$ cat src/rtl/lsfd_pkg.sv
// Shared constants, types and codes of the lidar scan frame deframer.
`timescale 1ns / 1ps

package lsfd_pkg;

  // Frame geometry.
  localparam int SAMPLES_PER_FRAME = 16;
  localparam int FRAME_BYTES       = 60;

  // Widths that follow from the geometry.
  localparam int ADDR_W  = $clog2(FRAME_BYTES);
  localparam int CNT_W   = $clog2(FRAME_BYTES + 1);
  localparam int SADDR_W = $clog2(3 * SAMPLES_PER_FRAME + 8);
  localparam int K_W     = $clog2(SAMPLES_PER_FRAME);

  // Header and frame layout.
  localparam logic [7:0] HDR0       = 8'h55;
  localparam logic [7:0] HDR1       = 8'hAA;
  localparam logic [7:0] FRAME_TYPE = 8'h23;
  localparam int TYPE_IDX     = 2;
  localparam int COUNT_IDX    = 3;
  localparam int SPEED_LO_IDX = 4;
  localparam int SPEED_HI_IDX = 5;
  localparam int START_LO_IDX = 6;
  localparam int START_HI_IDX = 7;
  localparam int SAMPLE_BASE  = 8;
  localparam int END_IDX      = SAMPLE_BASE + 3 * SAMPLES_PER_FRAME;

  // Angle arithmetic, in 1/64 degree.
  localparam logic [15:0]        ANGLE_BIAS = 16'h2000;
  localparam logic signed [17:0] FULL_TURN  = 18'sd23040;

  // Distance divided by ten: reciprocal multiply, exact for 14-bit values.
  localparam logic [14:0] DIST_RECIP = 15'd26215;
  localparam int          DIST_SHIFT = 18;

  // Angle step divided by the sample count less one.
  localparam int STEP_DIV     = SAMPLES_PER_FRAME - 1;
  localparam int STEP_X_W     = 24;
  localparam int STEP_SHIFT   = STEP_X_W + $clog2(STEP_DIV);
  localparam int STEP_RECIP_W = STEP_X_W + 1;
  localparam int STEP_PROD_W  = STEP_X_W + STEP_RECIP_W;
  localparam longint unsigned STEP_RECIP =
    ((64'd1 << STEP_SHIFT) + 64'(STEP_DIV) - 64'd1) / 64'(STEP_DIV);
  localparam int STEP_W = 22;
  localparam logic [STEP_RECIP_W-1:0] STEP_POS_LIM = STEP_RECIP_W'(2097151);
  localparam logic [STEP_RECIP_W-1:0] STEP_NEG_LIM = STEP_RECIP_W'(2097152);
  localparam logic signed [STEP_W-1:0] STEP_MAX = 22'sh1FFFFF;
  localparam logic signed [STEP_W-1:0] STEP_MIN = 22'sh200000;

  // Header hunt phase.
  typedef enum logic [1:0] {
    PH_HUNT,
    PH_SEEN,
    PH_COLLECT
  } sync_phase_t;

  // Sample readout sequence.
  typedef enum logic [2:0] {
    RD_IDLE,
    RD_LO,
    RD_HI,
    RD_ST,
    RD_CALC,
    RD_LOAD,
    RD_OUT
  } rd_state_t;

  // Write port into the frame store.
  typedef struct packed {
    logic              en;
    logic [ADDR_W-1:0] addr;
    logic [7:0]        data;
  } mem_wr_t;

  // Header words picked up while the frame streams in.
  typedef struct packed {
    logic [15:0] speed;
    logic [14:0] start_raw;
    logic [14:0] end_raw;
  } frame_hdr_t;

endpackage

$ cat src/rtl/lidar_scan_frame_deframer.sv
// Top level of the lidar scan frame deframer.
//
//   Channel | Direction | Handshake            | Payload
//   --------+-----------+----------------------+----------------------------------------
//   in      | input     | in_valid / in_ready  | in_byte
//   out     | output    | out_valid / out_ready| sample_index, distance, flag_bits,
//           |           |                      | strength, frame_angle, angle_step,
//           |           |                      | rotation_speed, last_sample
//
// A byte is taken whenever in_valid is high while hunting for the header or collecting the frame.
// After the last byte of a frame with the right type and count, input stalls while the
// samples are read out, one after another, each with three reads through the single
// read port of the frame store, and for as long as out_ready is low.
// Frames of other types or counts give no results and do not stall the input.
// Reset (synchronous) returns to header hunting; the frame store needs no clearing.
`timescale 1ns / 1ps

module lidar_scan_frame_deframer (
  input  logic                               clk,
  input  logic                               rst,
  input  logic                               in_valid,
  output logic                               in_ready,
  input  logic [7:0]                         in_byte,
  output logic                               out_valid,
  input  logic                               out_ready,
  output logic [3:0]                         sample_index,
  output logic [10:0]                        distance,
  output logic [1:0]                         flag_bits,
  output logic [7:0]                         strength,
  output logic [15:0]                        frame_angle,
  output logic signed [lsfd_pkg::STEP_W-1:0] angle_step,
  output logic [15:0]                        rotation_speed,
  output logic                               last_sample
);

  lsfd_pkg::mem_wr_t                  wr;
  lsfd_pkg::frame_hdr_t               hdr;
  logic                               frame_done;
  logic                               frame_ok;
  logic                               busy;
  logic [15:0]                        scan_angle;
  logic [15:0]                        frame_speed;
  logic signed [lsfd_pkg::STEP_W-1:0] frame_step;

  // Input is held off while a frame's samples are being delivered.
  assign in_ready = !busy;

  lsfd_sync u_sync (
    .clk        (clk),
    .rst        (rst),
    .in_valid   (in_valid),
    .in_ready   (in_ready),
    .in_byte    (in_byte),
    .wr         (wr),
    .hdr        (hdr),
    .frame_done (frame_done),
    .frame_ok   (frame_ok)
  );

  lsfd_step u_step (
    .clk            (clk),
    .rst            (rst),
    .frame_done     (frame_done),
    .hdr            (hdr),
    .scan_angle     (scan_angle),
    .rotation_speed (frame_speed),
    .angle_step     (frame_step)
  );

  lsfd_readout u_readout (
    .clk               (clk),
    .rst               (rst),
    .wr                (wr),
    .start             (frame_done && frame_ok),
    .scan_angle        (scan_angle),
    .frame_speed       (frame_speed),
    .frame_step        (frame_step),
    .busy              (busy),
    .out_valid         (out_valid),
    .out_ready         (out_ready),
    .sample_index      (sample_index),
    .distance          (distance),
    .flag_bits         (flag_bits),
    .strength          (strength),
    .frame_angle       (frame_angle),
    .angle_step        (angle_step),
    .rotation_speed    (rotation_speed),
    .last_sample       (last_sample)
  );

endmodule

$ cat src/rtl/lsfd_sync.sv
// Header hunt, byte counter and frame store write port of the deframer.
`timescale 1ns / 1ps

module lsfd_sync (
  input  logic                clk,
  input  logic                rst,
  input  logic                in_valid,
  input  logic                in_ready,
  input  logic [7:0]          in_byte,
  output lsfd_pkg::mem_wr_t   wr,
  output lsfd_pkg::frame_hdr_t hdr,
  output logic                frame_done,
  output logic                frame_ok
);

  lsfd_pkg::sync_phase_t            phase, phase_next;
  logic [lsfd_pkg::CNT_W-1:0]       count, count_next;
  logic                             accept;
  logic                             last_byte;
  logic [7:0] type_b, cnt_b, spd_lo, spd_hi, st_lo, st_hi, end_lo_q, end_hi_q;
  logic [7:0] end_lo, end_hi;

  assign accept    = in_valid && in_ready;
  assign last_byte = (count == lsfd_pkg::CNT_W'(lsfd_pkg::FRAME_BYTES - 1));

  // Next phase and byte count.
  always_comb begin
    phase_next = phase;
    count_next = count;
    if (accept) begin
      case (phase)
        lsfd_pkg::PH_COLLECT: begin
          if (last_byte) begin
            phase_next = lsfd_pkg::PH_HUNT;
            count_next = '0;
          end else begin
            count_next = count + 1'b1;
          end
        end
        lsfd_pkg::PH_SEEN: begin
          if (in_byte == lsfd_pkg::HDR1) begin
            phase_next = lsfd_pkg::PH_COLLECT;
            count_next = lsfd_pkg::CNT_W'(2);
          end else if (in_byte == lsfd_pkg::HDR0) begin
            phase_next = lsfd_pkg::PH_SEEN;
          end else begin
            phase_next = lsfd_pkg::PH_HUNT;
          end
        end
        default: begin
          phase_next = (in_byte == lsfd_pkg::HDR0) ? lsfd_pkg::PH_SEEN : lsfd_pkg::PH_HUNT;
        end
      endcase
    end
  end

  // Store writes and the end-of-frame pulse.
  always_comb begin
    wr.en      = accept && (phase == lsfd_pkg::PH_COLLECT);
    wr.addr    = count[lsfd_pkg::ADDR_W-1:0];
    wr.data    = in_byte;
    frame_done = wr.en && last_byte;
  end

  always_ff @(posedge clk) begin
    if (rst) begin
      phase <= lsfd_pkg::PH_HUNT;
      count <= '0;
    end else begin
      phase <= phase_next;
      count <= count_next;
    end
  end

  // Pick up the header bytes as they are written.
  always_ff @(posedge clk) begin
    if (wr.en) begin
      if (count == lsfd_pkg::CNT_W'(lsfd_pkg::TYPE_IDX))     type_b <= in_byte;
      if (count == lsfd_pkg::CNT_W'(lsfd_pkg::COUNT_IDX))    cnt_b  <= in_byte;
      if (count == lsfd_pkg::CNT_W'(lsfd_pkg::SPEED_LO_IDX)) spd_lo <= in_byte;
      if (count == lsfd_pkg::CNT_W'(lsfd_pkg::SPEED_HI_IDX)) spd_hi <= in_byte;
      if (count == lsfd_pkg::CNT_W'(lsfd_pkg::START_LO_IDX)) st_lo  <= in_byte;
      if (count == lsfd_pkg::CNT_W'(lsfd_pkg::START_HI_IDX)) st_hi  <= in_byte;
      if ((lsfd_pkg::END_IDX < lsfd_pkg::FRAME_BYTES) &&
          (count == lsfd_pkg::CNT_W'(lsfd_pkg::END_IDX))) begin
        end_lo_q <= in_byte;
      end
      if ((lsfd_pkg::END_IDX + 1 < lsfd_pkg::FRAME_BYTES) &&
          (count == lsfd_pkg::CNT_W'(lsfd_pkg::END_IDX + 1))) begin
        end_hi_q <= in_byte;
      end
    end
  end

  // An end angle placed beyond the frame reads as zero.
  assign end_lo = (lsfd_pkg::END_IDX < lsfd_pkg::FRAME_BYTES) ? end_lo_q : 8'h00;
  assign end_hi = (lsfd_pkg::END_IDX + 1 < lsfd_pkg::FRAME_BYTES) ? end_hi_q : 8'h00;

  always_comb begin
    hdr.speed     = {spd_hi, spd_lo};
    hdr.start_raw = {st_hi[6:0], st_lo};
    hdr.end_raw   = {end_hi[6:0], end_lo};
  end

  assign frame_ok = (type_b == lsfd_pkg::FRAME_TYPE) &&
                    (cnt_b == 8'(lsfd_pkg::SAMPLES_PER_FRAME));

endmodule

$ cat src/rtl/lsfd_step.sv
// Start angle and per-sample angle step of a completed frame.
`timescale 1ns / 1ps

module lsfd_step (
  input  logic                                 clk,
  input  logic                                 rst,
  input  logic                                 frame_done,
  input  lsfd_pkg::frame_hdr_t                 hdr,
  output logic [15:0]                          scan_angle,
  output logic [15:0]                          rotation_speed,
  output logic signed [lsfd_pkg::STEP_W-1:0]   angle_step
);

  localparam logic [lsfd_pkg::STEP_RECIP_W-1:0] RECIP =
    lsfd_pkg::STEP_RECIP_W'(lsfd_pkg::STEP_RECIP);

  logic                                go1, go2, go3;
  logic [15:0]                         start16, end16;
  logic signed [17:0]                  diff;
  logic [17:0]                         mag;
  logic [lsfd_pkg::STEP_X_W-1:0]       x;
  logic                                neg1, neg2;
  logic [lsfd_pkg::STEP_PROD_W-1:0]    prod;
  logic [lsfd_pkg::STEP_RECIP_W-1:0]   quot;

  // Header bytes are final by the last byte; the chain starts in the next cycle.
  always_ff @(posedge clk) begin
    if (rst) begin
      go1 <= 1'b0;
      go2 <= 1'b0;
      go3 <= 1'b0;
    end else begin
      go1 <= frame_done;
      go2 <= go1;
      go3 <= go2;
    end
  end

  // Angle difference, wrapped by a full turn when the end lies below the start.
  always_comb begin
    start16 = 16'({1'b0, hdr.start_raw}) - lsfd_pkg::ANGLE_BIAS;
    end16   = 16'({1'b0, hdr.end_raw}) - lsfd_pkg::ANGLE_BIAS;
    diff    = $signed({2'b00, end16}) - $signed({2'b00, start16}) +
              ((end16 < start16) ? lsfd_pkg::FULL_TURN : 18'sd0);
    mag     = diff[17] ? 18'(-diff) : 18'(diff);
    quot    = lsfd_pkg::STEP_RECIP_W'(prod >> lsfd_pkg::STEP_SHIFT);
  end

  // Stage one: magnitude scaled by 256, sign kept aside, start angle and speed latched.
  always_ff @(posedge clk) begin
    if (go1) begin
      x              <= {mag[15:0], 8'h00};
      neg1           <= diff[17];
      scan_angle     <= start16;
      rotation_speed <= hdr.speed;
    end
  end

  // Stage two: reciprocal multiply stands in for the division.
  always_ff @(posedge clk) begin
    if (go2) begin
      prod <= x * RECIP;
      neg2 <= neg1;
    end
  end

  // Stage three: shift, restore the sign and saturate.
  always_ff @(posedge clk) begin
    if (go3) begin
      if (!neg2) begin
        angle_step <= (quot > lsfd_pkg::STEP_POS_LIM) ? lsfd_pkg::STEP_MAX :
                      $signed(quot[lsfd_pkg::STEP_W-1:0]);
      end else begin
        angle_step <= (quot > lsfd_pkg::STEP_NEG_LIM) ? lsfd_pkg::STEP_MIN :
                      -$signed(quot[lsfd_pkg::STEP_W-1:0]);
      end
    end
  end

endmodule

$ cat src/rtl/lsfd_readout.sv
// Frame store and the sample readout sequencer with its output register.
`timescale 1ns / 1ps

module lsfd_readout (
  input  logic                               clk,
  input  logic                               rst,
  input  lsfd_pkg::mem_wr_t                  wr,
  input  logic                               start,
  input  logic [15:0]                        scan_angle,
  input  logic [15:0]                        frame_speed,
  input  logic signed [lsfd_pkg::STEP_W-1:0] frame_step,
  output logic                               busy,
  output logic                               out_valid,
  input  logic                               out_ready,
  output logic [3:0]                         sample_index,
  output logic [10:0]                        distance,
  output logic [1:0]                         flag_bits,
  output logic [7:0]                         strength,
  output logic [15:0]                        frame_angle,
  output logic signed [lsfd_pkg::STEP_W-1:0] angle_step,
  output logic [15:0]                        rotation_speed,
  output logic                               last_sample
);

  lsfd_pkg::rd_state_t              state, state_next;
  logic [7:0]                       mem [lsfd_pkg::FRAME_BYTES];
  logic [lsfd_pkg::SADDR_W-1:0]     rd_addr, base;
  logic [7:0]                       rd_data, byte_in;
  logic                             rd_oob;
  logic [lsfd_pkg::K_W-1:0]         k;
  logic                             k_last;
  logic [7:0]                       lo, hi, st;
  logic [13:0]                      raw;
  logic [28:0]                      prod;

  assign k_last = (k == lsfd_pkg::K_W'(lsfd_pkg::SAMPLES_PER_FRAME - 1));
  assign raw    = {hi[5:0], lo};

  // Frame store: one write port, one registered read port.
  always_ff @(posedge clk) begin
    if (wr.en) begin
      mem[wr.addr] <= wr.data;
    end
    rd_data <= mem[lsfd_pkg::ADDR_W'(rd_addr)];
    rd_oob  <= (int'(rd_addr) >= lsfd_pkg::FRAME_BYTES);
  end

  // Bytes placed beyond the frame read as zero.
  assign byte_in = rd_oob ? 8'h00 : rd_data;

  // Next state of the readout sequence.
  always_comb begin
    state_next = state;
    case (state)
      lsfd_pkg::RD_IDLE: if (start) state_next = lsfd_pkg::RD_LO;
      lsfd_pkg::RD_LO:   state_next = lsfd_pkg::RD_HI;
      lsfd_pkg::RD_HI:   state_next = lsfd_pkg::RD_ST;
      lsfd_pkg::RD_ST:   state_next = lsfd_pkg::RD_CALC;
      lsfd_pkg::RD_CALC: state_next = lsfd_pkg::RD_LOAD;
      lsfd_pkg::RD_LOAD: state_next = lsfd_pkg::RD_OUT;
      lsfd_pkg::RD_OUT: begin
        if (out_ready) begin
          state_next = k_last ? lsfd_pkg::RD_IDLE : lsfd_pkg::RD_LO;
        end
      end
      default: state_next = lsfd_pkg::RD_IDLE;
    endcase
  end

  // Read address, busy flag and output valid.
  always_comb begin
    case (state)
      lsfd_pkg::RD_HI: rd_addr = base + lsfd_pkg::SADDR_W'(1);
      lsfd_pkg::RD_ST: rd_addr = base + lsfd_pkg::SADDR_W'(2);
      default:         rd_addr = base;
    endcase
    busy      = (state != lsfd_pkg::RD_IDLE);
    out_valid = (state == lsfd_pkg::RD_OUT);
  end

  always_ff @(posedge clk) begin
    if (rst) begin
      state <= lsfd_pkg::RD_IDLE;
    end else begin
      state <= state_next;
    end
  end

  // Sample datapath: gather three bytes, divide the distance, load the result.
  always_ff @(posedge clk) begin
    case (state)
      lsfd_pkg::RD_IDLE: begin
        if (start) begin
          k    <= '0;
          base <= lsfd_pkg::SADDR_W'(lsfd_pkg::SAMPLE_BASE);
        end
      end
      lsfd_pkg::RD_HI: lo <= byte_in;
      lsfd_pkg::RD_ST: hi <= byte_in;
      lsfd_pkg::RD_CALC: begin
        st   <= byte_in;
        prod <= raw * lsfd_pkg::DIST_RECIP;
      end
      lsfd_pkg::RD_LOAD: begin
        sample_index   <= 4'(k);
        distance       <= (st == 8'h00) ? 11'd0 : prod[lsfd_pkg::DIST_SHIFT +: 11];
        flag_bits      <= hi[7:6];
        strength       <= st;
        frame_angle    <= scan_angle;
        angle_step     <= frame_step;
        rotation_speed <= frame_speed;
        last_sample    <= k_last;
      end
      lsfd_pkg::RD_OUT: begin
        if (out_ready) begin
          k    <= k + 1'b1;
          base <= base + lsfd_pkg::SADDR_W'(3);
        end
      end
      default: begin
      end
    endcase
  end

endmodule

$ cat config.mk
export PLATFORM = sky130hd
export DESIGN_NAME = lidar_scan_frame_deframer
export DESIGN_NICKNAME = d
export VERILOG_FILES = /design/src/rtl/lsfd_pkg.sv /design/src/rtl/lidar_scan_frame_deframer.sv /design/src/rtl/lsfd_sync.sv /design/src/rtl/lsfd_step.sv /design/src/rtl/lsfd_readout.sv
export SDC_FILE = /design/constraint.sdc
export NUM_CORES = 1
export LEC_CHECK = 0
export BUFFER_PORTS_ARGS = -buffer_cell sky130_fd_sc_hd__buf_2
export CAP_MARGIN = 25
export CORE_ASPECT_RATIO = 1.1
export CORE_MARGIN = 2
export CORE_UTILIZATION = 35
export DETAILED_ROUTE_END_ITERATION = 12
export GPL_TIMING_DRIVEN = 0
export PLACE_DENSITY = 0.6
export SYNTH_ARGS = -nofsm -noshare
export SYNTH_HDL_FRONTEND = slang
export SYNTH_SLANG_ARGS = --single-unit
$ cat constraint.sdc
create_clock -name clk -period 13 [get_ports clk]
set_input_delay 2.6 -clock clk [delete_from_list [all_inputs] [get_ports clk]]
set_output_delay 2.6 -clock clk [all_outputs]
set_load 0.05 [all_outputs]
# Yosys cells after proc, flatten, opt, wreduce, memory -nomap -nowiden
# Memories as Yosys holds them, arrays and structs flattened. A register that Yosys moved wholly into a read port is not among the register bits.
# Index checks and enable logic that the tools add are counted.
[word_totals] ram_bits=480 n_memories=1 ff_bits=332 output_inout_bits=82
[op_classes] magnitude_cmp=4 add_sub_neg=11 reduce_logical=23 multipliers=2 n_mux=26 n_eq_ne=26
[mem_list] name="u_readout.mem" words=60 word_bits=8 read_ports=1 rd_ports_with_merged_regs=1 write_ports=1 line_no="lsfd_readout.sv:26" source="logic [7:0] mem [lsfd_pkg::FRAME_BYTES];"
[ops] op="$mux W22" count=2
[ops] op="$mul A16 B24 Y40 const B" count=1
[ops] op="$pmux W6 S2" count=3
[ops] op="$sub A15 B14 Y16 const B" count=2
[ops] op="$mul A14 B15 Y29 const B" count=1
[ops] op="$eq A6 B3 Y1 const B" count=4
[ops] op="$mux W6" count=4
[ops] op="$gt A21 B22 Y1 const B" count=1
[ops] op="$neg A21 Y22" count=1
[ops] op="$gt A21 B21 Y1 const B" count=1
[ops] op="$mux W21" count=1
[ops] op="$pmux W3 S7" count=1
[ops] op="$reduce_and A2 Y1" count=10
[ops] op="$add A17 B16 Y18" count=1
[ops] op="$eq A6 B6 Y1 const B" count=3
[ops] op="$sub A16 B16 Y17" count=1
[ops] op="$lt A16 B16 Y1" count=1
[ops] op="$mux W16" count=1
[ops] op="$neg A16 Y16" count=1
[ops] op="$mux W15" count=1
[ops] op="$add A6 B1 Y6 const B" count=2
[ops] op="$add A6 B2 Y6 const B" count=2
[ops] op="$eq A6 B2 Y1 const B" count=2
[ops] op="$eq A3 B3 Y1 const B" count=3
[ops] op="other kinds (26)" count=42

# Longest topological paths before layout
[depth] word_depth=8 depth_mapped=22

# Cells and area by module
# A second synthesis with hierarchy kept.
[hier_totals] cells_unflattened=2819 area_unflattened_um2=38087.8
[modules_own_cells] module="lsfd_readout" cells_per_inst=1956 instances=1 area_each_um2=27767.9
[modules_own_cells] module="lsfd_step" cells_per_inst=698 instances=1 area_each_um2=7621.1
[modules_own_cells] module="lsfd_sync" cells_per_inst=163 instances=1 area_each_um2=2688.8
[modules_own_cells] module="lidar_scan_frame_deframer" cells_per_inst=2 instances=1 area_each_um2=10.0

# Worst setup path before layout
# OpenSTA, ideal clock, no wires.
[synth_path] path_kind="register to register" start="reg u_readout.hi[3]" end="reg u_readout.prod[28], data pin" t_arrival_ns=5.237 setup_ns=0.260 n_path_buf=0 slack_ns=7.503 path_stages_with_launch=19 synth_period_minus_slack_ns=5.497 cell_sequence="edfxtp_1 fa_1 inv_1 fa_1 fa_1 fa_1 inv_1 fa_1 fa_1 ha_1 a21oi_1 o21a_1 o21ai_0 a22o_1 a21o_1 a211o_1 a31oi_1 o21bai_1 xnor2_1"
[synth_via] elab_chain_cells=1
[synth_rtl] item="start, declared" line_no="lsfd_readout.sv:32" source="logic [7:0] lo, hi, st;"
[synth_rtl] item="start signal, assigned" line_no="lsfd_readout.sv:99" source="lsfd_pkg::RD_ST: hi <= byte_in;"
[synth_rtl] item="$mul A14 B15 Y29" line_no="lsfd_readout.sv:102" source="prod <= raw * lsfd_pkg::DIST_RECIP;"
[synth_rtl] item="end signal, assigned" line_no="lsfd_readout.sv:102"
[synth_rtl] item="end, declared" line_no="lsfd_readout.sv:34" source="logic [28:0] prod;"
# No other way between the ends.
# A chain may end at the register's enable or synchronous reset.

# Final worst setup path
# Ends and elaborated chain as after synthesis.

==> results by group <==
Status
  • Status: finished clean

Worst hold path
  • Worst Hold Class: flip-flop to flip-flop
  • Hold Path Cell Cnt: 0

Yosys
  • Ys Warns: 0
  • Post-Syn Area per Cell: 16.31 µm²
  • #FFs+latches synth: 783
  • Syn nets: 2582
  • Number of synthesized flops with an enable pin: 760
  • Synth Instances: 2242
  • Register area share after synthesis: 0.6368
  • Netlist cell types: 73
  • Synthesized area: 0.03656 mm²
  • Top_reg_cell synth: edfxtp_1
  • Async SR Flop Fraction: 0

Die
  • Die Height: 343.0 µm
  • IO Count: 94
  • Die Wd: 312.2 µm
  • Core area: 0.1038 mm²
  • Row count: 124
  • Initial Utilization: 0.3522
  • Die area: 0.1071 mm²

Worst setup path
  • Critical-path cell list: fa_1 > inv_1 > fa_1 > fa_1 > fa_1 > inv_1 > fa_1 > fa_1 > ha_1 > a21oi_1 > o21a_1 > o21ai_0 > a22o_1 > a21o_1 > a211o_1 > a31oi_1 > o21bai_1 > xnor2_1
  • Max stage delay on crit path: 0.56 ns
  • Critical path class: flip-flop to flip-flop
  • Levels on crit path: 18
  • R2R depth: 18
  • Startpoint Class: flip-flop
  • CP required: 13.36 ns
  • CP Capture Type: flip-flop
  • Crit path max fanout: 5
  • Critical path's slowest cell: fa_1
  • WP data arrival: 6.29 ns
  • Top delay family on crit path: adder cells
  • Most frequent CP cell: fa_1
  • Buf/Inv on CP: 2

Cells and area
  • Multi-input logic area: 0.01221 mm²
  • Synth-to-layout area growth: 13.62%
  • Share of cells above drive strength 1: 0.1582
  • Reg area: 0.02328 mm²
  • Nets: 2769
  • FILL cells: 9362
  • Most frequent cells in the layout: 760 x edfxtp_1, 238 x ha_1, 203 x inv_1
  • Most common cell after layout, fill and taps aside: edfxtp_1
  • Final non-filler cell total: 3877

Placement
  • Detailed placement HPWL: 54890 µm
  • DP Cell Count: 3734
  • IO buf count: 92
  • Gp weighted congestion: 0.8271

Pwr
  • Switching share of power: 0.1952
  • Sw Pwr: 977.2 µW
  • Leakage dissipation: 0.01500 µW
  • Sequential share of power: 0.550
  • Clk pwr share: 0.442
  • Combinational share of power: 0.008
  • Peak supply drop: 0.08511 mV
  • Cell-internal power: 4029 µW
  • Pwr dens: 120.5 mW/mm²

Global routing
  • First-pass GRT wire length: 118900 µm
  • Gr ovfl total: 0
  • Initial antenna violation count: 7
  • GRT Total Usage: 0.1447
  • Largest net degree at the start of global routing: 65
  • Vias in the first global route: 20.26k

Clock network
  • Setup Buffers After CTS: 0
  • Root Driver: clkbuf_16
  • CTS Buffer Depth: 3
  • Register clock-pin slew on the reported worst setup and hold paths: 0.06 ns
  • Post-CTS resize count: 0
  • Hold Buf Count CTS: 0
  • CTS tree: yes
  • CTS buffer count: 77
  • Worst-Skew Late Latency: 0.64 ns
  • H-tree Lvls: 3
  • Num Clock Sinks: 783

Detailed routing
  • Vias/cell: 4.950
  • Routed Antenna Nets: 0
  • DRT Wirelength: 76780 µm
  • Drt first pass iters: 7
  • Iteration-0 DRC Markers: 1405
  • Via count: 19.19k
  • DRC: 0
  • Routed length per instance: 19.80 µm

Timing
  • Slew Limit Fails: 0
  • RSZ-0062 raised after global routing: false
  • Period minus WS final: 5.924 ns
  • Final setup TNS: 0 ns
  • Final clock skew: 0.02763 ns
  • F_max: 168.8 MHz
  • Slew headroom: 0.3582
  • Tcrit/Tclk final: 0.4557
  • Tightest Pin Transition: 0.9591 ns
  • Endpoints failing hold: 0
  • Final setup viols: 0

Run
  • Max cap viols: 0
## sequential cells by signal, indices dropped and copies added (netlist names), 7 cells and up
name,flops
u_readout.angle_step,22
u_readout.distance,11
u_readout.frame_angle,16
u_readout.hi,8
u_readout.lo,8
u_readout.mem,480
u_readout.prod,11
u_readout.rd_data,8
u_readout.rotation_speed,16
u_readout.st,8
u_readout.strength,8
u_step.angle_step,22
u_step.prod,21
u_step.rotation_speed,16
u_step.scan_angle,16
u_step.x,16
u_sync.cnt_b,8
u_sync.end_hi,7
u_sync.end_lo,8
u_sync.spd_hi,8
u_sync.spd_lo,8
u_sync.st_hi,7
u_sync.st_lo,8
u_sync.type_b,8
## cell usage after synthesis, types with 23 or more instances
library cell	n	area (µm²)
mux2i_1	33	330.3
nor2_1	129	484.2
xnor2_1	62	543.0
dfxtp_1	23	460.4
inv_1	203	762.0
a211oi_1	29	217.7
nor2b_1	40	250.2
mux4_2	128	2883
xor2_1	27	236.5
a21oi_1	92	460.4
ha_1	238	2978
edfxtp_1	760	22820
fa_1	90	1802
o21ai_0	24	120.1
clkbuf_1	37	138.9
nand2_1	58	217.7
## cells by family after synthesis
family,after synthesis,share of synthesized area
multiplexers,162,0.08820
buffers and inverters,268,0.02967
AO/OA/AOI/OAI,217,0.03748
flip-flops,783,0.6368
adder cells (fa/ha/maj),328,0.1307
XOR/XNOR,89,0.02132
AND/OR/NAND/NOR,395,0.05575
## stage by stage
stage          cell area [µm²]  utilization  power [µW]  worst slack, ns  hold slack, ns
2_1_floorplan            36560            -        2809            7.503          0.4003
3_3_place_gp             38750       0.3734        2841            7.067          0.4059
3_5_place_dp             39020       0.3759        2848            7.041          0.4045
4_1_cts                  41510       0.4000        5053            7.023          0.3960
5_1_grt                  41540       0.4002        5152            6.733          0.4152
6_report                 41540       0.4002        5006            7.076          0.3995
## per-layer routing
layer | vias up | GRT usage | share of wire
met3 | 124 | 0.02454 | 0.054
met1 | 9716 | 0.1873 | 0.43
met5 | - | 0 | 0.00066
li1 | 8826 | - | -
met4 | 8 | 0.04878 | 0.026
met2 | 517 | 0.2470 | 0.49
## cell type report
class	count	share of cell area
Antenna cell	1	0.00006024
Clock buffer	98	0.04949
Inverter	203	0.01834
Buffer	65	0.007771
Clock inverter	42	0.01066
Multi-Input combinational cell	1191	0.2940
Tap cell	1386	0.04175
Timing Repair Buffer	108	0.01741
Sequential cell	783	0.5605
## power by group through the flow
stage,Clock (µW),Combinational [µW],Sequential [µW]
finish,2210,40.3,2750
global route,2360,44.0,2750
CTS,2260,41.3,2750
detailed placement,0,41.4,2810
global placement,0,32.7,2810
floorplan,0,1.47,2810
## final timing paths
kind / start / slack (ns) / to
max: u_readout.hi[3] / 7.08 / u_readout.prod[28]
min: u_step.rotation_speed[10] / 0.40 / u_readout.rotation_speed[10]
max reg2reg: u_readout.hi[3] / 7.08 / u_readout.prod[28]
min reg2reg: u_step.rotation_speed[10] / 0.40 / u_readout.rotation_speed[10]
Power figures use the tool's default switching activity.
